`src/hdl/cfe_pkg.sv`:
```
// Shared types, constants and the byte-wise CRC-16/MODBUS step for the
// command frame encoder. No dependencies.
package cfe_pkg;

    // Input command codes
    localparam logic [1:0] CMD_START = 2'd0;
    localparam logic [1:0] CMD_PARAM = 2'd1;
    localparam logic [1:0] CMD_END   = 2'd2;

    // Configuration register indexes
    localparam logic [1:0] CFG_HEAD = 2'd0;
    localparam logic [1:0] CFG_TAIL = 2'd1;

    localparam logic [7:0]  HEAD_RESET = 8'hEE;
    localparam logic [31:0] TAIL_RESET = 32'hFFFC_FFFF;

    localparam int HEAD_LEN = 1;
    localparam int TAIL_LEN = 4;
    localparam int HEAD_N   = (HEAD_LEN > 1) ? 1 : HEAD_LEN;
    localparam int TAIL_N   = (TAIL_LEN > 4) ? 4 : TAIL_LEN;

    localparam logic [15:0] CRC_INIT      = 16'hFFFF;
    localparam logic [15:0] CRC_POLY      = 16'hA001;
    localparam logic [15:0] CMD_HIGH_MASK = 16'hFF00;
    localparam logic [15:0] CMD_TWO_BYTE  = 16'hB100;

    localparam int QUEUE_DEPTH = 4;
    localparam int QUEUE_AW    = $clog2(QUEUE_DEPTH);

    typedef enum logic [1:0] {
        JOB_START = 2'd0,
        JOB_PARAM = 2'd1,
        JOB_END   = 2'd2
    } job_kind_t;

    typedef struct packed {
        job_kind_t   kind;
        logic [15:0] word;
    } job_t;

    function automatic logic [15:0] crc_byte(input logic [15:0] crc, input logic [7:0] b);
        logic [15:0] c;
        c = crc ^ {8'h00, b};
        for (int k = 0; k < 8; k++)
        begin
            c = c[0] ? ((c >> 1) ^ CRC_POLY) : (c >> 1);
        end
        return c;
    endfunction

endpackage

```
`src/hdl/crc16_command_frame_encoder_unit.sv`:
```
// Top level of the command frame encoder: configuration registers, front end,
// job queue and byte-serial back end. Depends on cfe_pkg and the cfe_* modules.
//
//  channel  | handshake           | payload
//  ---------+---------------------+-------------------------
//  input    | in_valid / in_stall | command[1:0], word[15:0]
//  output   | out_valid/out_stall | out_byte[7:0], last
//  config   | cfg_valid/cfg_ready | cfg_index[1:0], cfg_data[31:0]
//
// The back end sends one byte per cycle while the receiver does not stall: a
// start request yields two or three bytes, a parameter two and an end six, so
// the byte rate of the output register sets throughput. Requests are taken at one per cycle while the
// four-entry job queue has room; any request, even one that produces nothing,
// waits while the queue is full.
// Reset closes any open frame, empties the queue and restores the head and
// tail registers to 0xEE and 0xFFFCFFFF.
module crc16_command_frame_encoder_unit
    import cfe_pkg::*;
(
    input  logic        clk,
    input  logic        rst_n,
    input  logic        in_valid,
    output logic        in_stall,
    input  logic [1:0]  command,
    input  logic [15:0] word,
    output logic        out_valid,
    input  logic        out_stall,
    output logic [7:0]  out_byte,
    output logic        last,
    input  logic        cfg_valid,
    output logic        cfg_ready,
    input  logic [1:0]  cfg_index,
    input  logic [31:0] cfg_data
);

    logic [7:0]  frame_head_reg;
    logic [31:0] frame_tail_reg;
    logic        push;
    job_t        push_job;
    logic        queue_full;
    logic        pop;
    logic        head_valid;
    job_t        head_job;

    assign cfg_ready = 1'b1;

    always_ff @(posedge clk or negedge rst_n)
    begin
        if (!rst_n)
        begin
            frame_head_reg <= HEAD_RESET;
            frame_tail_reg <= TAIL_RESET;
        end
        else if (cfg_valid && cfg_ready)
        begin
            case (cfg_index)
                CFG_HEAD: frame_head_reg <= cfg_data[7:0];
                CFG_TAIL: frame_tail_reg <= cfg_data;
                default:  ;
            endcase
        end
    end

    cfe_front u_front (
        .clk        (clk),
        .rst_n      (rst_n),
        .in_valid   (in_valid),
        .in_stall   (in_stall),
        .command    (command),
        .word       (word),
        .queue_full (queue_full),
        .push       (push),
        .push_job   (push_job)
    );

    cfe_queue u_queue (
        .clk        (clk),
        .rst_n      (rst_n),
        .push       (push),
        .push_job   (push_job),
        .pop        (pop),
        .full       (queue_full),
        .head_valid (head_valid),
        .head_job   (head_job)
    );

    cfe_back u_back (
        .clk        (clk),
        .rst_n      (rst_n),
        .frame_head (frame_head_reg),
        .frame_tail (frame_tail_reg),
        .job_valid  (head_valid),
        .job        (head_job),
        .pop        (pop),
        .out_valid  (out_valid),
        .out_stall  (out_stall),
        .out_byte   (out_byte),
        .last       (last)
    );

`ifndef ASSERT_OFF
    a_no_overflow: assert property (@(posedge clk) disable iff (!rst_n)
        !(push && queue_full))
        else $error("job pushed into a full queue");

    a_pop_needs_job: assert property (@(posedge clk) disable iff (!rst_n)
        pop |-> head_valid)
        else $error("job popped from an empty queue");

    a_last_is_tail: assert property (@(posedge clk) disable iff (!rst_n)
        (out_valid && last && (TAIL_N == 4)) |-> (out_byte == frame_tail_reg[7:0]))
        else $error("final byte is not the last tail byte");

    a_stall_when_full: assert property (@(posedge clk) disable iff (!rst_n)
        in_stall |-> queue_full)
        else $error("input stalled with room in the queue");
`endif

endmodule

```
`src/hdl/cfe_front.sv`:
```
// Front end: accepts requests, tracks the open frame and turns each request
// that produces bytes into a job for the queue. Depends on cfe_pkg.
module cfe_front
    import cfe_pkg::*;
(
    input  logic        clk,
    input  logic        rst_n,
    input  logic        in_valid,
    output logic        in_stall,
    input  logic [1:0]  command,
    input  logic [15:0] word,
    input  logic        queue_full,
    output logic        push,
    output job_t        push_job
);

    logic in_frame_reg;
    logic in_frame_next;
    logic accept;

    assign in_stall = queue_full;
    assign accept   = in_valid && !queue_full;

    always_comb
    begin
        in_frame_next  = in_frame_reg;
        push           = 1'b0;
        push_job.kind  = JOB_START;
        push_job.word  = word;
        unique case (command)
            CMD_START:
            begin
                push          = accept;
                in_frame_next = 1'b1;
            end
            CMD_PARAM:
            begin
                push_job.kind = JOB_PARAM;
                push          = accept && in_frame_reg;
            end
            CMD_END:
            begin
                push_job.kind = JOB_END;
                push          = accept && in_frame_reg;
                in_frame_next = 1'b0;
            end
            default:
            begin
                // unused code: drop
                push = 1'b0;
            end
        endcase
    end

    always_ff @(posedge clk or negedge rst_n)
    begin
        if (!rst_n)
        begin
            in_frame_reg <= 1'b0;
        end
        else if (accept)
        begin
            in_frame_reg <= in_frame_next;
        end
    end

endmodule

```
`src/hdl/cfe_queue.sv`:
```
// Short job queue between front and back end, so each side stalls on its own.
// Depends on cfe_pkg.
module cfe_queue
    import cfe_pkg::*;
(
    input  logic clk,
    input  logic rst_n,
    input  logic push,
    input  job_t push_job,
    input  logic pop,
    output logic full,
    output logic head_valid,
    output job_t head_job
);

    job_t                entry_reg [QUEUE_DEPTH];
    logic [QUEUE_AW-1:0] wr_ptr_reg;
    logic [QUEUE_AW-1:0] rd_ptr_reg;
    logic [QUEUE_AW:0]   count_reg;
    logic [QUEUE_AW:0]   count_next;

    assign full       = (count_reg == (QUEUE_AW+1)'(QUEUE_DEPTH));
    assign head_valid = (count_reg != '0);
    assign head_job   = entry_reg[rd_ptr_reg];

    always_comb
    begin
        count_next = count_reg;
        if (push && !pop)
        begin
            count_next = count_reg + 1'b1;
        end
        else if (pop && !push)
        begin
            count_next = count_reg - 1'b1;
        end
    end

    always_ff @(posedge clk or negedge rst_n)
    begin
        if (!rst_n)
        begin
            wr_ptr_reg <= '0;
            rd_ptr_reg <= '0;
            count_reg  <= '0;
        end
        else
        begin
            if (push)
            begin
                wr_ptr_reg <= wr_ptr_reg + 1'b1;
            end
            if (pop)
            begin
                rd_ptr_reg <= rd_ptr_reg + 1'b1;
            end
            count_reg <= count_next;
        end
    end

    always_ff @(posedge clk)
    begin
        if (push)
        begin
            entry_reg[wr_ptr_reg] <= push_job;
        end
    end

endmodule

```
`src/hdl/cfe_back.sv`:
```
// Back end: walks each queued job one byte per cycle unless the output stalls,
// keeps the running CRC and drives the output register. Depends on cfe_pkg.
module cfe_back
    import cfe_pkg::*;
(
    input  logic        clk,
    input  logic        rst_n,
    input  logic [7:0]  frame_head,
    input  logic [31:0] frame_tail,
    input  logic        job_valid,
    input  job_t        job,
    output logic        pop,
    output logic        out_valid,
    input  logic        out_stall,
    output logic [7:0]  out_byte,
    output logic        last
);

    logic [2:0]  idx_reg;
    logic [15:0] crc_reg;
    logic [15:0] crc_next;
    logic        out_valid_reg;
    logic [7:0]  out_byte_reg;
    logic        last_reg;

    logic [7:0]  byte_c;
    logic        last_c;
    logic        final_c;
    logic        two_byte;
    logic        fire;
    logic [1:0]  tail_sel;

    assign two_byte = ((job.word & CMD_HIGH_MASK) == CMD_TWO_BYTE);
    assign tail_sel = idx_reg[1:0] - 2'd2;
    assign fire     = job_valid && (!out_valid_reg || !out_stall);
    assign pop      = fire && final_c;

    always_comb
    begin
        byte_c   = 8'h00;
        last_c   = 1'b0;
        final_c  = 1'b0;
        crc_next = crc_reg;
        unique case (job.kind)
            JOB_START:
            begin
                if (idx_reg < 3'(HEAD_N))
                begin
                    byte_c = frame_head;
                end
                else if (idx_reg == 3'(HEAD_N))
                begin
                    // new frame: restart the CRC on the command high byte
                    byte_c   = job.word[15:8];
                    crc_next = crc_byte(CRC_INIT, byte_c);
                    final_c  = !two_byte;
                end
                else
                begin
                    byte_c   = job.word[7:0];
                    crc_next = crc_byte(crc_reg, byte_c);
                    final_c  = 1'b1;
                end
            end
            JOB_PARAM:
            begin
                if (idx_reg == 3'd0)
                begin
                    byte_c = job.word[15:8];
                end
                else
                begin
                    byte_c  = job.word[7:0];
                    final_c = 1'b1;
                end
                crc_next = crc_byte(crc_reg, byte_c);
            end
            JOB_END:
            begin
                if (idx_reg == 3'd0)
                begin
                    byte_c = crc_reg[15:8];
                end
                else if (idx_reg == 3'd1)
                begin
                    byte_c  = crc_reg[7:0];
                    final_c = (TAIL_N == 0);
                end
                else
                begin
                    case (tail_sel)
                        2'd0:    byte_c = frame_tail[31:24];
                        2'd1:    byte_c = frame_tail[23:16];
                        2'd2:    byte_c = frame_tail[15:8];
                        default: byte_c = frame_tail[7:0];
                    endcase
                    final_c = (idx_reg == 3'(1 + TAIL_N));
                end
                last_c = final_c;
                if (final_c)
                begin
                    crc_next = CRC_INIT;
                end
            end
            default:
            begin
                final_c = 1'b1;
            end
        endcase
    end

    always_ff @(posedge clk or negedge rst_n)
    begin
        if (!rst_n)
        begin
            idx_reg       <= '0;
            crc_reg       <= CRC_INIT;
            out_valid_reg <= 1'b0;
        end
        else
        begin
            if (fire)
            begin
                idx_reg       <= final_c ? 3'd0 : idx_reg + 3'd1;
                crc_reg       <= crc_next;
                out_valid_reg <= 1'b1;
            end
            else if (!out_stall)
            begin
                out_valid_reg <= 1'b0;
            end
        end
    end

    always_ff @(posedge clk)
    begin
        if (fire)
        begin
            out_byte_reg <= byte_c;
            last_reg     <= last_c;
        end
    end

    assign out_valid = out_valid_reg;
    assign out_byte  = out_byte_reg;
    assign last      = last_reg;

endmodule

```
`config.mk`:
```
export PLATFORM = sky130hd
export DESIGN_NAME = crc16_command_frame_encoder_unit
export DESIGN_NICKNAME = d
export VERILOG_FILES = /design/src/hdl/cfe_pkg.sv /design/src/hdl/crc16_command_frame_encoder_unit.sv /design/src/hdl/cfe_front.sv /design/src/hdl/cfe_queue.sv /design/src/hdl/cfe_back.sv
export SDC_FILE = /design/constraint.sdc
export NUM_CORES = 1
export LEC_CHECK = 0
export BUFFER_PORTS_ARGS = -buffer_cell sky130_fd_sc_hd__buf_2
export CAP_MARGIN = 20
export CORE_ASPECT_RATIO = 0.7
export CORE_MARGIN = 4
export CORE_UTILIZATION = 43
export DETAILED_ROUTE_END_ITERATION = 8
export HOLD_SLACK_MARGIN = 0.06
export PLACE_DENSITY_LB_ADDON = 0.3
export SLEW_MARGIN = 10
export SYNTH_ARGS = -nofsm -noshare
export SYNTH_HDL_FRONTEND = slang
export SYNTH_SLANG_ARGS = --single-unit
```
`constraint.sdc`:
```
create_clock -name clk -period 4.5 [get_ports clk]
set_input_delay 0.45 -clock clk [delete_from_list [all_inputs] [get_ports clk]]
set_output_delay 0.45 -clock clk [all_outputs]
set_load 0.01 [all_outputs]
```
# Word level (Yosys, flattened, before mapping)
# Memory sizes are Yosys's and may differ from the RTL's.
# Cells that the tools add are included.
[op_classes] muxes=53 n_eq_ne=14 bitwise_logic=27 n_addsub=6 order_cmp=1 reduce_logical=27
[op_table] cell="2-to-1 mux 16 bit" count=27
[op_table] cell="NOT 2 -> 3 bit" count=24
[op_table] cell="2-to-1 mux 8 bit" count=6
[op_table] cell="case mux 16 bit (3 select lines)" count=1
[op_table] cell="case mux 8 bit (3 select lines)" count=2
[op_table] cell="XOR 16 x 8 -> 16 bit" count=2
[op_table] cell="NOT 8 -> 16 bit" count=1
[op_table] cell="2-to-1 mux 1 bit" count=10
[op_table] cell="2-to-1 mux 3 bit" count=3
[op_table] cell="== test 2 x 1 -> 1 bit (second input constant)" count=4
[op_table] cell="== test 8 bit (second input constant)" count=1
[op_table] cell="logical NOT 2 bit" count=4
[op_table] cell="adder 3 x 1 -> 3 bit (second input constant)" count=2
[op_table] cell="== test 2 bit (second input constant)" count=3
[op_table] cell="== test 3 bit (second input constant)" count=2
[op_table] cell="logical AND 1 bit" count=6
[op_table] cell="logical NOT 1 bit" count=6
[op_table] cell="AND reduction 2 bit" count=3
[op_table] cell="nonzero test 3 bit" count=2
[op_table] cell="adder 2 x 1 -> 2 bit (second input constant)" count=2
[op_table] cell="!= test 2 x 1 -> 1 bit (second input constant)" count=2
[op_table] cell="case mux 1 bit (2 select lines)" count=2
[op_table] cell="case mux 2 bit (2 select lines)" count=1
[op_table] cell="AND reduction 4 bit" count=1
[op_table] cell="10 further kinds" count=11
[totals] ramBits=72 register_bits=77 output_inout_bits=12 n_memories=1 elab_cells=140
[mem_list] name="u_queue.entry_reg" depth=4 width=18 read_ports=1 rd_ports_with_merged_regs=0 wr=1 line="cfe_queue.sv:16" text="job_t entry_reg [QUEUE_DEPTH];"

# Depth between registers and ports, before layout
# Gate-level depths: netlist of run 1.
[depth] ltp_word=21 mapped_depth=18 ltp_nobuf=14

# Hierarchy
# From an unflattened synthesis of run 1, not the netlist that was laid out.
[unflattened] hier_cells=586 hier_area_um2=7762.4
[modules_own_cells] mod="cfe_queue" cells_each=128 n_inst=1 area_each_um2=2994.1 seq_area_each_um2=2337.2
[modules_own_cells] mod="cfe_back" cells_each=340 n_inst=1 area_each_um2=2909.0 seq_area_each_um2=790.8
[modules_own_cells] mod="crc16_command_frame_encoder_unit" cells_each=87 n_inst=1 area_each_um2=1592.8 seq_area_each_um2=1046.0
[modules_own_cells] mod="cfe_front" cells_each=31 n_inst=1 area_each_um2=266.5 seq_area_each_um2=25.0

# Least setup slack after synthesis of run 1
# Ideal clock, no wire load.
[synth_timing] path_kind="register to register" startpoint="reg u_queue.rd_ptr_reg[1]" endpoint="reg u_queue.count_reg[2]" path_slack_ns=0.785 setup_time_ns=0.079 arrival_time_ns=3.635 required_ns=4.421 stages_incl_launch_ff=17 cell_sequence="dfrtp_1 buf_2 buf_2 buf_2 buf_1 mux4_2 ha_1 and3_1 a211oi_1 o21ai_0 nand2_1 ha_1 inv_1 fa_1 xor2_1 nor2_1 xor2_1"
[synth_between] elab_chain_len=10 word_cells_on_any_way=15 cone_classes="3 x eq/ne; 4 x mux; 7 x reduce/logical; 1 x memory"
[synth_lines] element="from (decl)" line="cfe_queue.sv:18" text="logic [QUEUE_AW-1:0] rd_ptr_reg;"
[synth_lines] element="from (signal assigned)" line="cfe_queue.sv:55" text="rd_ptr_reg <= rd_ptr_reg + 1'b1;"
[synth_lines] element="memory read (4 x 18 bit) *"
[synth_lines] element="== test 8 bit" line="cfe_back.sv:33" text="assign two_byte = ((job.word & CMD_HIGH_MASK) == CMD_TWO_BYTE);"
[synth_lines] element="logical NOT 1 bit" line="cfe_back.sv:56" text="final_c = !two_byte;"
[synth_lines] element="2-to-1 mux 1 bit" line="cfe_back.sv:51" text="else if (idx_reg == 3'(HEAD_N))"
[synth_lines] element="2-to-1 mux 1 bit" line="cfe_back.sv:47" text="if (idx_reg < 3'(HEAD_N))"
[synth_lines] element="case mux 1 bit (3 select lines) *" line="cfe_back.sv:44" text="unique case (job.kind)"
[synth_lines] element="logical AND 1 bit *" line="cfe_back.sv:36" text="assign pop = fire && final_c;"
[synth_lines] element="logical NOT 1 bit" line="cfe_queue.sv:29" text="if (push && !pop)"
[synth_lines] element="logical AND 1 bit" line="cfe_queue.sv:29"
[synth_lines] element="2-to-1 mux 3 bit or nonzero test 2 bit (tied branches)"
[synth_lines] element="to (signal assigned)" line="cfe_queue.sv:57" text="count_reg <= count_next;"
[synth_lines] element="to (decl)" line="cfe_queue.sv:19" text="logic [QUEUE_AW:0] count_reg;"
# Every way passes the cells marked *; elsewhere a longest branch is shown, timed or not.
# A chain may end at the register's enable or synchronous reset.

# Worst setup path in the final report of run 1
[layout_timing] startpoint="reg u_back.idx_reg[0]" endpoint="reg u_back.crc_reg[0]"
[layout_between] elab_chain_len=14 word_cells_on_any_way=31 cone_classes="1 x order compare; 4 x eq/ne; 16 x mux; 8 x bitwise; 2 x reduce/logical"
[layout_lines] element="from (decl)" line="cfe_back.sv:19" text="logic [2:0] idx_reg;"
[layout_lines] element="from (signal assigned)" line="cfe_back.sv:124" text="idx_reg <= final_c ? 3'd0 : idx_reg + 3'd1;"
[layout_lines] element="logical NOT 3 bit" line="cfe_back.sv:67, cfe_back.sv:80"
[layout_lines] element="2-to-1 mux 8 bit" line="cfe_back.sv:67" text="if (idx_reg == 3'd0)"
[layout_lines] element="2-to-1 mux 8 bit" line="cfe_back.sv:44"
[layout_lines] element="XOR 16 x 8 -> 16 bit" line="cfe_pkg.sv:43" text="c = crc ^ {8'h00, b};"
[layout_lines] element="2-to-1 mux 16 bit or NOT 2 -> 3 bit (tied branches) (6 in series)"
[layout_lines] element="NOT 2 -> 3 bit (no line) or 2-to-1 mux 16 bit (tied branches)"
[layout_lines] element="2-to-1 mux 16 bit (2 in series)" line="cfe_pkg.sv:46" text="c = c[0] ? ((c >> 1) ^ CRC_POLY) : (c >> 1);"
[layout_lines] element="case mux 16 bit (3 select lines)" line="cfe_back.sv:44"
[layout_lines] element="to (signal assigned)" line="cfe_back.sv:125" text="crc_reg <= crc_next;"
[layout_lines] element="to (decl)" line="cfe_back.sv:20" text="logic [15:0] crc_reg;"
# Several ways; a longest one is shown, not always the timed one. The select of a mux whose other input is x is not followed.

==> metrics.txt, run 1 <==
# TYPE chip_impl_metric gauge
chip_impl_info{name="status",value="completed"} 1
chip_impl_metric{name="total_power",unit="W"} 0.00847
chip_impl_metric{name="maxCapViolations",unit=""} 0
chip_impl_metric{name="critPathRequiredTime",unit="ns"} 4.84
chip_impl_metric{name="worst-path-max-fanout",unit=""} 10
chip_impl_metric{name="io_buffer_count",unit=""} 67
chip_impl_metric{name="critical_path_arrival",unit="ns"} 4.33
chip_impl_metric{name="initial_utilization",unit="%"} 44.1
chip_impl_metric{name="sequential_cell_area",unit="mm^2"} 0.00420
chip_impl_metric{name="num-fill-cells",unit=""} 1618
chip_impl_metric{name="synth_seq_cells",unit=""} 149
chip_impl_metric{name="grt_usage",unit="%"} 18.9
chip_impl_metric{name="post_drt_wl_per_cell",unit="um"} 20.2
chip_impl_metric{name="antenna_diode_count",unit=""} 0
chip_impl_metric{name="finalNetCount",unit=""} 762
chip_impl_metric{name="grt_pass1_vias",unit=""} 5368
chip_impl_info{name="synthMostInstantiatedCell",value="edfxtp_1"} 1
chip_impl_info{name="postSynth.topFlopCell",value="edfxtp_1"} 1
chip_impl_metric{name="proportion_of_layout_cells_with_a_drive_suffix_above_1",unit="%"} 36.2
chip_impl_metric{name="clk_pin_slew",unit="ns"} 0.06
chip_impl_metric{name="avgSynthCellArea",unit="um^2"} 13.1
chip_impl_metric{name="fin_tns_setup",unit="ns"} 0
chip_impl_metric{name="num_rows",unit=""} 41
chip_impl_info{name="timing.critical_path.to_type",value="flop"} 1
chip_impl_metric{name="grt_pass1_wl",unit="um"} 30100
chip_impl_info{name="netlist_top_cells_area",value="edfxtp_1 (30%), dfstp_2 (17%), mux2_2 (6.9%)"} 1
chip_impl_info{name="grt_setup_unrepaired",value="false"} 1
chip_impl_metric{name="routed-wl-met3",unit="um"} 1080
chip_impl_metric{name="ant_nets",unit=""} 0
chip_impl_metric{name="post-route-drc-count",unit=""} 0
chip_impl_metric{name="grt_max_degree",unit=""} 69
chip_impl_metric{name="maxClockFrequency",unit="GHz"} 0.250
chip_impl_metric{name="tritoncts.num_buffers",unit=""} 17
chip_impl_metric{name="multi_input_comb_area",unit="mm^2"} 0.00356
chip_impl_metric{name="irDropWorstVdd",unit="uV"} 579
chip_impl_info{name="critPathLaunchType",value="flop"} 1
chip_impl_metric{name="clockBufferDepth",unit=""} 2
chip_impl_metric{name="detailedPlacementHpwl",unit="um"} 13800
chip_impl_metric{name="static-leakage-power",unit="nW"} 3.58
chip_impl_metric{name="met1_length",unit="um"} 9130
chip_impl_metric{name="routability_congestion_estimate_from_global_placement",unit=""} 0.955
chip_impl_metric{name="total_of_hold_buffers_inserted_after_clock_tree_synthesis",unit=""} 0
chip_impl_info{name="timing.setup.critical_path_class",value="reg -> reg"} 1
chip_impl_info{name="min_path_type",value="in -> async"} 1
chip_impl_metric{name="mappedNetlistArea",unit="mm^2"} 0.00800
chip_impl_metric{name="skew",unit="ns"} 0.0113
chip_impl_metric{name="cts.repair.resized",unit=""} 0
chip_impl_metric{name="synth.yosys.warnings",unit=""} 0
chip_impl_metric{name="grt_antenna_before_repair",unit=""} 0
chip_impl_metric{name="vias_per_inst",unit=""} 5.63
chip_impl_info{name="synth.largest_area_cell",value="edfxtp_1"} 1
chip_impl_metric{name="rrSetupSlack",unit="ns"} 0.50
chip_impl_metric{name="postSynth.asyncResetShare",unit="%"} 45.6
chip_impl_metric{name="final.period_utilization",unit="%"} 88.8
chip_impl_metric{name="drtPass1Iterations",unit=""} 5
chip_impl_metric{name="post_cts.repair.setup_buffers",unit=""} 0
chip_impl_metric{name="yosysTopAreaCellShare",unit="%"} 30.4
chip_impl_metric{name="count_of_clock_tree_sinks",unit=""} 149
chip_impl_metric{name="floorplan.io_pins",unit=""} 69
chip_impl_metric{name="global_route.overflow_total",unit=""} 0
chip_impl_metric{name="synthToLayoutAreaGrowth",unit="%"} 14.8
chip_impl_metric{name="largest_register_ffs",unit=""} 72
chip_impl_metric{name="timing.final.hold_violations",unit=""} 0
chip_impl_metric{name="ctsHtreeMaxLevel",unit=""} 4
chip_impl_metric{name="ys_seq_area_share",unit="%"} 52.5
chip_impl_metric{name="clock_insertion_delay_at_the_later_pin_of_the_skew_report",unit="ns"} 0.43
chip_impl_metric{name="route.final.wire_length",unit="um"} 18800
chip_impl_metric{name="synth_cell_types",unit=""} 52
chip_impl_metric{name="timing.max_slew.rel_slack",unit="%"} 27.6
chip_impl_metric{name="power_per_cell_area",unit="mW/mm^2"} 922
chip_impl_metric{name="vias",unit=""} 5240
chip_impl_metric{name="final_period_minus_worst_setup_slack",unit="ns"} 4.00
chip_impl_info{name="synthTopCellsByCount",value="edfxtp_1 (81), dfstp_2 (52), mux2_2 (49)"} 1
chip_impl_metric{name="die_ht",unit="um"} 122
chip_impl_info{name="tritoncts_clock_tree",value="built"} 1
chip_impl_metric{name="slew_viol_final",unit=""} 0
chip_impl_metric{name="detail_route.iter0.violations",unit=""} 482
chip_impl_metric{name="design.core.area",unit="mm^2"} 0.0182
chip_impl_metric{name="design.die.area",unit="mm^2"} 0.0209
chip_impl_metric{name="fp.dieW",unit="um"} 171
chip_impl_metric{name="max_slew.worst_pin.slew",unit="ns"} 1.09
chip_impl_info{name="routed.top_layer",value="met4"} 1
chip_impl_info{name="cts_root_buffer",value="clkbuf_16"} 1
chip_impl_metric{name="final_setup_violation_count",unit=""} 0
chip_impl_metric{name="cells_after_synthesis",unit=""} 611
chip_impl_metric{name="route.met2.wl",unit="um"} 8290
chip_impl_metric{name="synth_fp_nets",unit=""} 692
chip_impl_metric{name="synth-edff-count",unit=""} 81
kinds of logic after synthesis:
kind of cell / Yosys count / share of synthesized area (%)
flip-flops: 149 / 52.5
AO/OA/AOI/OAI: 122 / 10.0
AND/OR/NAND/NOR: 104 / 6.33
multiplexers: 93 / 16.0
XOR/XNOR: 66 / 8.12
buffers and inverters: 52 / 3.11
adder cells (fa/ha/maj): 24 / 3.85
other: 1 / 0.0469
final timing paths:
path | start | end | cells after the start
worst max-delay path | u_back.idx_reg[0] | u_back.crc_reg[0] | 11
worst min-delay path | rst_n | u_front.in_frame_reg | 2
worst max register to register | u_back.idx_reg[0] | u_back.crc_reg[0] | 11
worst min register to register | u_back.crc_reg[10] | u_back.crc_reg[10] | 2
max in group asynchronous | rst_n | u_queue.rd_ptr_reg[0] | 2
min in group clk | word[9] | u_queue.entry_reg[2][9] | 1
critical path, cell delays in order (launching register included):
cell and delay, ns:
dfrtp_1 0.43, inv_1 0.14, ha_1 0.44, nor2b_2 0.39, buf_4 0.27, mux4_2 0.31
mux2i_1 0.38, xnor3_1 0.51, xnor3_2 0.29, xnor3_1 0.35, nand2b_4 0.15, a221oi_2 0.23
layout by cell type, fill, tap and decap left out, types with 2 or more instances in the layout:
master	instances
nor2b_1	4
nor2b_2	2
and2_1	5
clkinvlp_4	4
mux2_2	49
xnor3_1	3
nor3b_1	3
inv_1	17
nor2_1	22
mux2i_1	21
a211o_1	6
o211ai_1	9
dfstp_2	52
o22ai_1	4
a222oi_1	11
o31ai_1	6
bufinv_16	2
a211oi_1	5
nand2_1	44
mux4_2	21
nand2b_1	5
nor3_1	5
buf_4	18
o211a_1	6
a21oi_1	38
clkbuf_16	17
nand3_1	4
buf_2	67
xnor2_2	2
ha_1	23
dfrtp_1	15
xor2_1	15
xnor2_1	45
edfxtp_1	81
o21ai_0	32
and3_1	4
inv_6	4
nor4_2	2
area by class of cell:
class                   instances  share of cell area [%]
flip-flops and latches        149                    45.7
multi-input cells             410                    38.7
repair buffers                 86                    5.28
clock buffers                  19                    4.82
well taps                     236                    3.21
clock inverters                13                    1.58
inverters                      17                   0.694
where the power goes:
group	switching [W]	total (W)	internal, W
clock network	0.000600	0.00144	0.000838
logic	0.00255	0.00488	0.00234
registers	0.000290	0.00215	0.00186
stage by stage:
step / hold WS [ns] / utilization (%) / instances / area (um^2) / worst slack, ns
finish: 0.207 / 50.6 / 930 / 9190 / 0.504
global route: 0.216 / 50.6 / 930 / 9190 / 0.265
CTS: 0.213 / 50.5 / 929 / 9170 / 0.505
detailed placement: 0.480 / 47.3 / 897 / 8590 / 0.535
global placement: 0.470 / 47.3 / 897 / 8590 / 0.713
floorplan: 0.154 / - / 611 / 8000 / 0.785
routing by layer:
layer  vias up  global-route usage [%]
met4         0                    6.14
met2       140                    26.8
met1      2671                    28.5
met5         -                       0
li1       2407                       -
met3        22                    4.77
Note: power is estimated with default switching activity, not from simulation.
==> run 2: changes to the inputs <==
- BUFFER_PORTS_ARGS: -buffer_cell sky130_fd_sc_hd__buf_2 -> default
- DONT_BUFFER_PORTS: default -> 1
==> run 2 against run 1 <==
Global-route usage fell by 0.90 points. Largest power group unchanged. Combinational power fell by 3%. Cell area fell by 3.4%. Register-to-register slack barely moved. Highest routed layer unchanged. Core utilization fell by 1.7 points. Via count fell by 6.0%. Non-clock buffer count fell by 72. Largest cell class unchanged.
==> metrics.txt, run 2 (synthesis gave the netlist of run 1 again) <==
# TYPE chip_impl_metric gauge
chip_impl_metric{name="static-leakage-power",unit="nW"} 3.32
chip_impl_info{name="status",value="completed"} 1
chip_impl_metric{name="design.core.area",unit="mm^2"} 0.0182
chip_impl_metric{name="total_power",unit="W"} 0.00837
chip_impl_info{name="regToRegStartpoint",value="u_back.idx_reg[0]"} 1
chip_impl_metric{name="timing.final.hold_violations",unit=""} 0
chip_impl_metric{name="finalNetCount",unit=""} 690
chip_impl_info{name="min_path_type",value="in -> reg"} 1
chip_impl_metric{name="irDropWorstVdd",unit="uV"} 609
chip_impl_metric{name="clockBufferDepth",unit=""} 2
chip_impl_info{name="critPathLaunchType",value="flop"} 1
chip_impl_metric{name="skew",unit="ns"} 0.00699
chip_impl_metric{name="critical_path_arrival",unit="ns"} 4.35
chip_impl_metric{name="ctsHtreeMaxLevel",unit=""} 4
chip_impl_metric{name="vias",unit=""} 4928
chip_impl_metric{name="grt_max_degree",unit=""} 69
chip_impl_info{name="path_cells",value="inv_1 > ha_1 > nor2b_2 > buf_4 > mux4_1 > mux2i_1 > xnor2_1 > xnor3_1 > xnor3_2 > xnor3_1 > nand2b_4 > a221oi_2"} 1
chip_impl_metric{name="final_setup_violation_count",unit=""} 0
chip_impl_metric{name="grt_antenna_before_repair",unit=""} 0
chip_impl_metric{name="cts.repair.resized",unit=""} 0
chip_impl_metric{name="post-route-drc-count",unit=""} 0
chip_impl_info{name="timing.rr.end",value="u_back.crc_reg[0]"} 1
chip_impl_info{name="final_common_cell",value="edfxtp_1"} 1
chip_impl_info{name="crit_path_top_delay_cell",value="ha_1"} 1
chip_impl_metric{name="detail_route.iter0.violations",unit=""} 395
chip_impl_metric{name="drtPass1Iterations",unit=""} 5
chip_impl_metric{name="grt_pass1_wl",unit="um"} 28700
chip_impl_metric{name="maxClockFrequency",unit="GHz"} 0.250
chip_impl_metric{name="detailedPlacementHpwl",unit="um"} 13200
chip_impl_metric{name="worst_path_largest_cell_delay",unit="ns"} 0.44
chip_impl_metric{name="final.period_utilization",unit="%"} 89.0
chip_impl_metric{name="fin_cells",unit=""} 858
chip_impl_metric{name="dp_cells",unit=""} 824
chip_impl_metric{name="synthToLayoutAreaGrowth",unit="%"} 10.9
chip_impl_metric{name="r2r_cells",unit=""} 12
chip_impl_info{name="timing.critical_path.mode_cell",value="xnor3_1"} 1
chip_impl_info{name="timing.critical_path.to_type",value="flop"} 1
chip_impl_metric{name="postLayoutSetupSlackWorst",unit="ns"} 0.495
chip_impl_info{name="timing.setup.critical_path_class",value="reg -> reg"} 1
chip_impl_metric{name="rrSetupSlack",unit="ns"} 0.49
chip_impl_metric{name="clk_pin_slew",unit="ns"} 0.07
chip_impl_metric{name="maxCapViolations",unit=""} 0
chip_impl_metric{name="floorplan.io_pins",unit=""} 69
chip_impl_info{name="tritoncts_clock_tree",value="built"} 1
chip_impl_metric{name="power_per_cell_area",unit="mW/mm^2"} 943
chip_impl_info{name="mostFrequentLayoutCells",value="edfxtp_1 (81), dfstp_2 (52), mux2_2 (49), xnor2_1 (45), nand2_1 (44)"} 1
chip_impl_metric{name="worst-path-max-fanout",unit=""} 22
chip_impl_metric{name="fin_tns_setup",unit="ns"} 0
chip_impl_info{name="hold_path_startpoint",value="word[15]"} 1
chip_impl_metric{name="slew_viol_final",unit=""} 0
chip_impl_metric{name="critPathRequiredTime",unit="ns"} 4.84
chip_impl_metric{name="io_buffer_count",unit=""} 0
chip_impl_metric{name="num_rows",unit=""} 41
chip_impl_info{name="routed.top_layer",value="met4"} 1
chip_impl_info{name="hold_end",value="u_queue.entry_reg[3][15]"} 1
chip_impl_metric{name="whs_path_depth",unit=""} 0
chip_impl_metric{name="routed-wl-met3",unit="um"} 1030
chip_impl_metric{name="routability_congestion_estimate_from_global_placement",unit=""} 0.857
chip_impl_metric{name="proportion_of_layout_cells_with_a_drive_suffix_above_1",unit="%"} 28.9
chip_impl_metric{name="max_slew.worst_pin.slew",unit="ns"} 1.07
chip_impl_info{name="grt_setup_unrepaired",value="false"} 1
chip_impl_metric{name="met1_length",unit="um"} 8630
chip_impl_metric{name="tritoncts.num_buffers",unit=""} 17
chip_impl_metric{name="die_ht",unit="um"} 122
chip_impl_metric{name="fp.dieW",unit="um"} 171
chip_impl_metric{name="count_of_clock_tree_sinks",unit=""} 149
chip_impl_metric{name="grt_pass1_vias",unit=""} 5064
chip_impl_info{name="cts_root_buffer",value="clkbuf_16"} 1
chip_impl_metric{name="vias_per_inst",unit=""} 5.74
chip_impl_metric{name="clock_insertion_delay_at_the_later_pin_of_the_skew_report",unit="ns"} 0.43
chip_impl_metric{name="post_cts.repair.setup_buffers",unit=""} 0
chip_impl_metric{name="largest_register_ffs",unit=""} 72
chip_impl_metric{name="design.die.area",unit="mm^2"} 0.0209
chip_impl_metric{name="route.met2.wl",unit="um"} 8020
chip_impl_metric{name="route.final.wire_length",unit="um"} 18000
chip_impl_metric{name="ant_nets",unit=""} 0
chip_impl_metric{name="antenna_diode_count",unit=""} 0
chip_impl_metric{name="final_period_minus_worst_setup_slack",unit="ns"} 4.01
chip_impl_metric{name="grt_usage",unit="%"} 18.0
chip_impl_metric{name="num-fill-cells",unit=""} 1590
chip_impl_metric{name="timing.max_slew.rel_slack",unit="%"} 28.9
chip_impl_metric{name="post_drt_wl_per_cell",unit="um"} 20.9
chip_impl_metric{name="initial_utilization",unit="%"} 44.1
chip_impl_metric{name="global_route.overflow_total",unit=""} 0
chip_impl_metric{name="post_place_setup_slack",unit="ns"} 0.564
-- run 2: changes by cell type in the layout (fill, tap and decap cells not counted), sizes merged --
cell	before	now
buf	86	13
inv	22	24
clkinv	2	1
dlygate4sd3	0	1
clkbuf	19	17
bufinv	2	3
-- run 2: area by class of cell --
| cell class | instances | area [um^2] | share of cell area (%) |
|---|---|---|---|
| tap | 236 | 295 | 3.33 |
| clock inverter | 15 | 193 | 2.17 |
| timing repair buffer | 14 | 140 | 1.58 |
| sequential | 149 | 4200 | 47.3 |
| inverter | 17 | 63.8 | 0.719 |
| clock buffer | 17 | 425 | 4.79 |
| multi-input combinational | 410 | 3560 | 40.1 |
-- run 2: worst max path at each step --
stage	depth (start not counted)	from	slack [ns]	endpoint
2_1_floorplan	16	u_queue.rd_ptr_reg[1]	0.79	u_queue.count_reg[2]
3_3_place_gp	12	u_back.idx_reg[0]	0.70	u_back.crc_reg[0]
3_5_place_dp	12	u_back.idx_reg[0]	0.56	u_back.crc_reg[0]
4_1_cts	12	u_back.idx_reg[0]	0.52	u_back.crc_reg[0]
5_1_grt	12	u_back.idx_reg[0]	0.32	u_back.crc_reg[0]
6_report	12	u_back.idx_reg[0]	0.49	u_back.crc_reg[0]
-- run 2: metrics by stage --
stage	util, %	hold slack (ns)	area, um^2
after global routing	48.9	0.0957	8870
final	48.9	0.115	8870
after global placement	45.3	0.158	8220
after CTS	48.9	0.100	8870
after detailed placement	45.3	0.158	8220
after floorplan	-	0.154	8000
-- run 2: power by group --
group | internal (W) | total (W) | leakage, nW | switching, W
logic | 0.00227 | 0.00472 | 1.55 | 0.00244
clock network | 0.000887 | 0.00150 | 0.291 | 0.000609
registers | 0.00187 | 0.00216 | 1.48 | 0.000292
total | 0.00503 | 0.00837 | 3.32 | 0.00334
-- run 2: critical path: cells and delay by family, from the launching register on --
kind / cells / cell delay (ns)
buf+inv: 2 / 0.44
flops: 1 / 0.43
xor+xnor: 4 / 1.29
mux: 2 / 0.71
compound gates: 1 / 0.24
simple gates: 2 / 0.36
fa+ha+maj: 1 / 0.44
-- run 2: per-layer routing --
layer	vias up	track usage [%]
li1	2266	-
met1	2516	26.7
met2	128	26.3
met3	18	4.38
met4	0	5.74
met5	-	0
-- run 2: timing repair --
item | 4_1_cts | 5_1_grt
endpoints found under the hold margin | 68 | 0
hold buffers | 2 | 0
setup endpoints to repair | 0 | 0
==> run 3: changes to the inputs <==
- RECOVER_POWER: default -> 25
- REMOVE_ABC_BUFFERS: default -> 1
- clock period: 4.5 -> 5.15 ns (I/O delays scaled with it)
==> run 3 against run 2 <==
Worst setup slack better by 0.23 ns. Register-to-register slack better by 0.23 ns. First-iteration DRC count is 23% higher. Combinational power is 12% lower. Sequential power is 13% lower. Core utilization is 0.083 points lower. Clock skew hardly changed. Count of clock-buffer cells in the layout is 7 higher. Via count is 0.97% lower. Global-route usage is 0.086 points lower. Largest power group unchanged. Highest routed layer unchanged.
==> metrics.txt, run 3 (synthesis gave the netlist of run 1 again) <==
# TYPE chip_impl_metric gauge
chip_impl_info{name="status",value="completed"} 1
chip_impl_metric{name="max_slew.worst_pin.slew",unit="ns"} 1.06
chip_impl_info{name="timing.critical_path.from",value="u_back.idx_reg[0]"} 1
chip_impl_metric{name="routability_congestion_estimate_from_global_placement",unit=""} 0.871
chip_impl_info{name="timing.rr.end",value="u_back.crc_reg[0]"} 1
chip_impl_info{name="crit_path_top_delay_cell",value="nor2b_2"} 1
chip_impl_info{name="cts_root_buffer",value="clkbuf_16"} 1
chip_impl_metric{name="clk_pin_slew",unit="ns"} 0.06
chip_impl_info{name="timing.setup.critical_path_class",value="reg -> reg"} 1
chip_impl_metric{name="maxClockFrequency",unit="GHz"} 0.226
chip_impl_metric{name="design.core.area",unit="mm^2"} 0.0182
chip_impl_metric{name="detail_route.iter0.violations",unit=""} 485
chip_impl_metric{name="global_route.overflow_total",unit=""} 0
chip_impl_metric{name="proportion_of_layout_cells_with_a_drive_suffix_above_1",unit="%"} 29.1
chip_impl_metric{name="placement.cell_area",unit="mm^2"} 0.00820
chip_impl_metric{name="cp.depth",unit=""} 11
chip_impl_metric{name="final.period_utilization",unit="%"} 85.9
chip_impl_metric{name="io_buffer_count",unit=""} 0
chip_impl_metric{name="tritoncts.num_buffers",unit=""} 17
chip_impl_metric{name="critPathBufInv",unit=""} 1
chip_impl_metric{name="drtPass1Iterations",unit=""} 7
chip_impl_metric{name="final_period_minus_worst_setup_slack",unit="ns"} 4.42
chip_impl_metric{name="timing.max_slew.rel_slack",unit="%"} 29.4
chip_impl_metric{name="irDropWorstVdd",unit="uV"} 461
chip_impl_metric{name="grt_usage",unit="%"} 18.0
chip_impl_metric{name="critPathRequiredTime",unit="ns"} 5.49
chip_impl_metric{name="skew",unit="ns"} 0.00733
chip_impl_metric{name="final_setup_violation_count",unit=""} 0
chip_impl_info{name="critical_path.endpoint",value="u_back.crc_reg[0]"} 1
chip_impl_metric{name="fin_tns_setup",unit="ns"} 0
chip_impl_info{name="min_path_type",value="in -> reg"} 1
chip_impl_metric{name="ctsHtreeMaxLevel",unit=""} 4
chip_impl_metric{name="floorplan.io_pins",unit=""} 69
chip_impl_metric{name="vias_per_inst",unit=""} 5.69
chip_impl_metric{name="slew_viol_final",unit=""} 0
chip_impl_metric{name="num_rows",unit=""} 41
chip_impl_metric{name="post-route-drc-count",unit=""} 0
chip_impl_metric{name="rrSetupSlack",unit="ns"} 0.73
chip_impl_metric{name="r2r_cells",unit=""} 11
chip_impl_info{name="grt_setup_unrepaired",value="false"} 1
chip_impl_metric{name="clockBufferDepth",unit=""} 2
chip_impl_metric{name="vias",unit=""} 4880
chip_impl_metric{name="grt_max_degree",unit=""} 69
chip_impl_metric{name="antenna_diode_count",unit=""} 0
chip_impl_metric{name="post_drt_wl_per_cell",unit="um"} 20.8
chip_impl_metric{name="post_cts.repair.setup_buffers",unit=""} 0
chip_impl_info{name="timing.critical_path.mode_cell",value="xnor3_1"} 1
chip_impl_metric{name="timing.final.hold_violations",unit=""} 0
chip_impl_metric{name="power_per_cell_area",unit="mW/mm^2"} 822
chip_impl_metric{name="largest_register_ffs",unit=""} 72
chip_impl_metric{name="worst-path-max-fanout",unit=""} 13
chip_impl_metric{name="clock_insertion_delay_at_the_later_pin_of_the_skew_report",unit="ns"} 0.43
chip_impl_info{name="mostFrequentLayoutCells",value="edfxtp_1 (81), dfstp_2 (52), mux2_2 (49), xnor2_1 (45), nand2_1 (44)"} 1
chip_impl_metric{name="grt_pass1_vias",unit=""} 4982
chip_impl_metric{name="detailedPlacementHpwl",unit="um"} 12800
chip_impl_info{name="regToRegStartpoint",value="u_back.idx_reg[0]"} 1
chip_impl_info{name="worst_path_dominant_cell_family",value="XOR/XNOR gates"} 1
chip_impl_metric{name="fin_area",unit="mm^2"} 0.00886
chip_impl_info{name="final_common_cell",value="edfxtp_1"} 1
chip_impl_metric{name="route.final.wire_length",unit="um"} 17900
chip_impl_metric{name="maxCapViolations",unit=""} 0
chip_impl_metric{name="finalNetCount",unit=""} 690
chip_impl_metric{name="design.die.area",unit="mm^2"} 0.0209
chip_impl_metric{name="static-leakage-power",unit="nW"} 3.33
chip_impl_metric{name="initial_utilization",unit="%"} 44.1
chip_impl_info{name="critPathLaunchType",value="flop"} 1
chip_impl_metric{name="ant_nets",unit=""} 0
chip_impl_metric{name="synthToLayoutAreaGrowth",unit="%"} 10.7
chip_impl_metric{name="critical_path_arrival",unit="ns"} 4.76
chip_impl_metric{name="fp.dieW",unit="um"} 171
chip_impl_info{name="tritoncts_clock_tree",value="built"} 1
chip_impl_metric{name="die_ht",unit="um"} 122
chip_impl_metric{name="count_of_clock_tree_sinks",unit=""} 149
chip_impl_metric{name="grt_pass1_wl",unit="um"} 28200
chip_impl_metric{name="worst_path_largest_cell_delay",unit="ns"} 0.85
chip_impl_metric{name="grt_antenna_before_repair",unit=""} 0
chip_impl_info{name="timing.critical_path.to_type",value="flop"} 1
chip_impl_info{name="path_cells",value="inv_1 > ha_1 > nor2b_2 > mux4_1 > mux2i_1 > xnor2_1 > xnor3_1 > xnor3_2 > xnor3_1 > nand2b_4 > a221oi_2"} 1
run 3: cell count changes in the layout (fill, tap and decap cells not counted), sizes merged:
cell,change
clkinvlp,-3
inv,-2
clkbuf,+7
bufinv,-2
run 3: worst min path at each step:
stage	slack, ns	start	cells after the start	to
2_1_floorplan	0.22	rst_n	0	frame_head_reg[0]
3_3_place_gp	0.22	rst_n	0	u_queue.wr_ptr_reg[1]
3_5_place_dp	0.22	rst_n	0	u_queue.wr_ptr_reg[0]
4_1_cts	0.16	word[4]	0	u_queue.entry_reg[0][4]
5_1_grt	0.15	word[7]	0	u_queue.entry_reg[3][7]
6_report	0.18	word[4]	0	u_queue.entry_reg[0][4]
run 3: cell type report:
class                           instances  area (um^2)
Multi-Input combinational cell        410         3560
Sequential cell                       149         4200
Timing Repair Buffer                   14          131
Fill cell                            1595         9300
Tap cell                              236          295
Clock inverter                          8         82.6
Clock buffer                           24          527
Inverter                               17         63.8
run 3: power breakdown:
part	internal, W	leakage (nW)	total [W]	switching [W]
logic	0.00198	1.55	0.00415	0.00217
clock network	0.000768	0.303	0.00126	0.000492
registers	0.00163	1.48	0.00187	0.000241
total	0.00438	3.33	0.00728	0.00290
run 3: worst register-to-register path, delay by kind of cell (launching register included):
| family | cells | cell delay [ns] |
|---|---|---|
| flops | 1 | 0.43 |
| fa+ha+maj | 1 | 0.45 |
| xor+xnor | 4 | 1.39 |
| simple gates | 2 | 1.01 |
| buf+inv | 1 | 0.15 |
| mux | 2 | 0.69 |
| compound gates | 1 | 0.22 |
run 3: what timing repair did:
item	in CTS	in global routing
gates resized for setup	0	0
hold endpoints to repair	68	0
hold buffers	2	0
run 3: metrics by stage:
step	hold slack (ns)	power [W]	worst slack, ns	instances	utilization [%]
2_1_floorplan	0.219	0.00509	0.820	576	-
4_1_cts	0.157	0.00729	0.773	857	48.7
3_3_place_gp	0.222	0.00591	1.07	823	45.2
3_5_place_dp	0.222	0.00596	0.801	823	45.2
5_1_grt	0.153	0.00775	0.493	858	48.8
6_report	0.178	0.00728	0.725	858	48.8
run 3: layer usage:
metal  vias to the layer above  track usage [%]  share of wire (%)
met1                      2456             24.9                 46
met4                         0             4.55                1.0
li1                       2272                -                  -
met5                         -                0                  0
met3                        18             6.45                7.5
met2                       134             27.1                 45
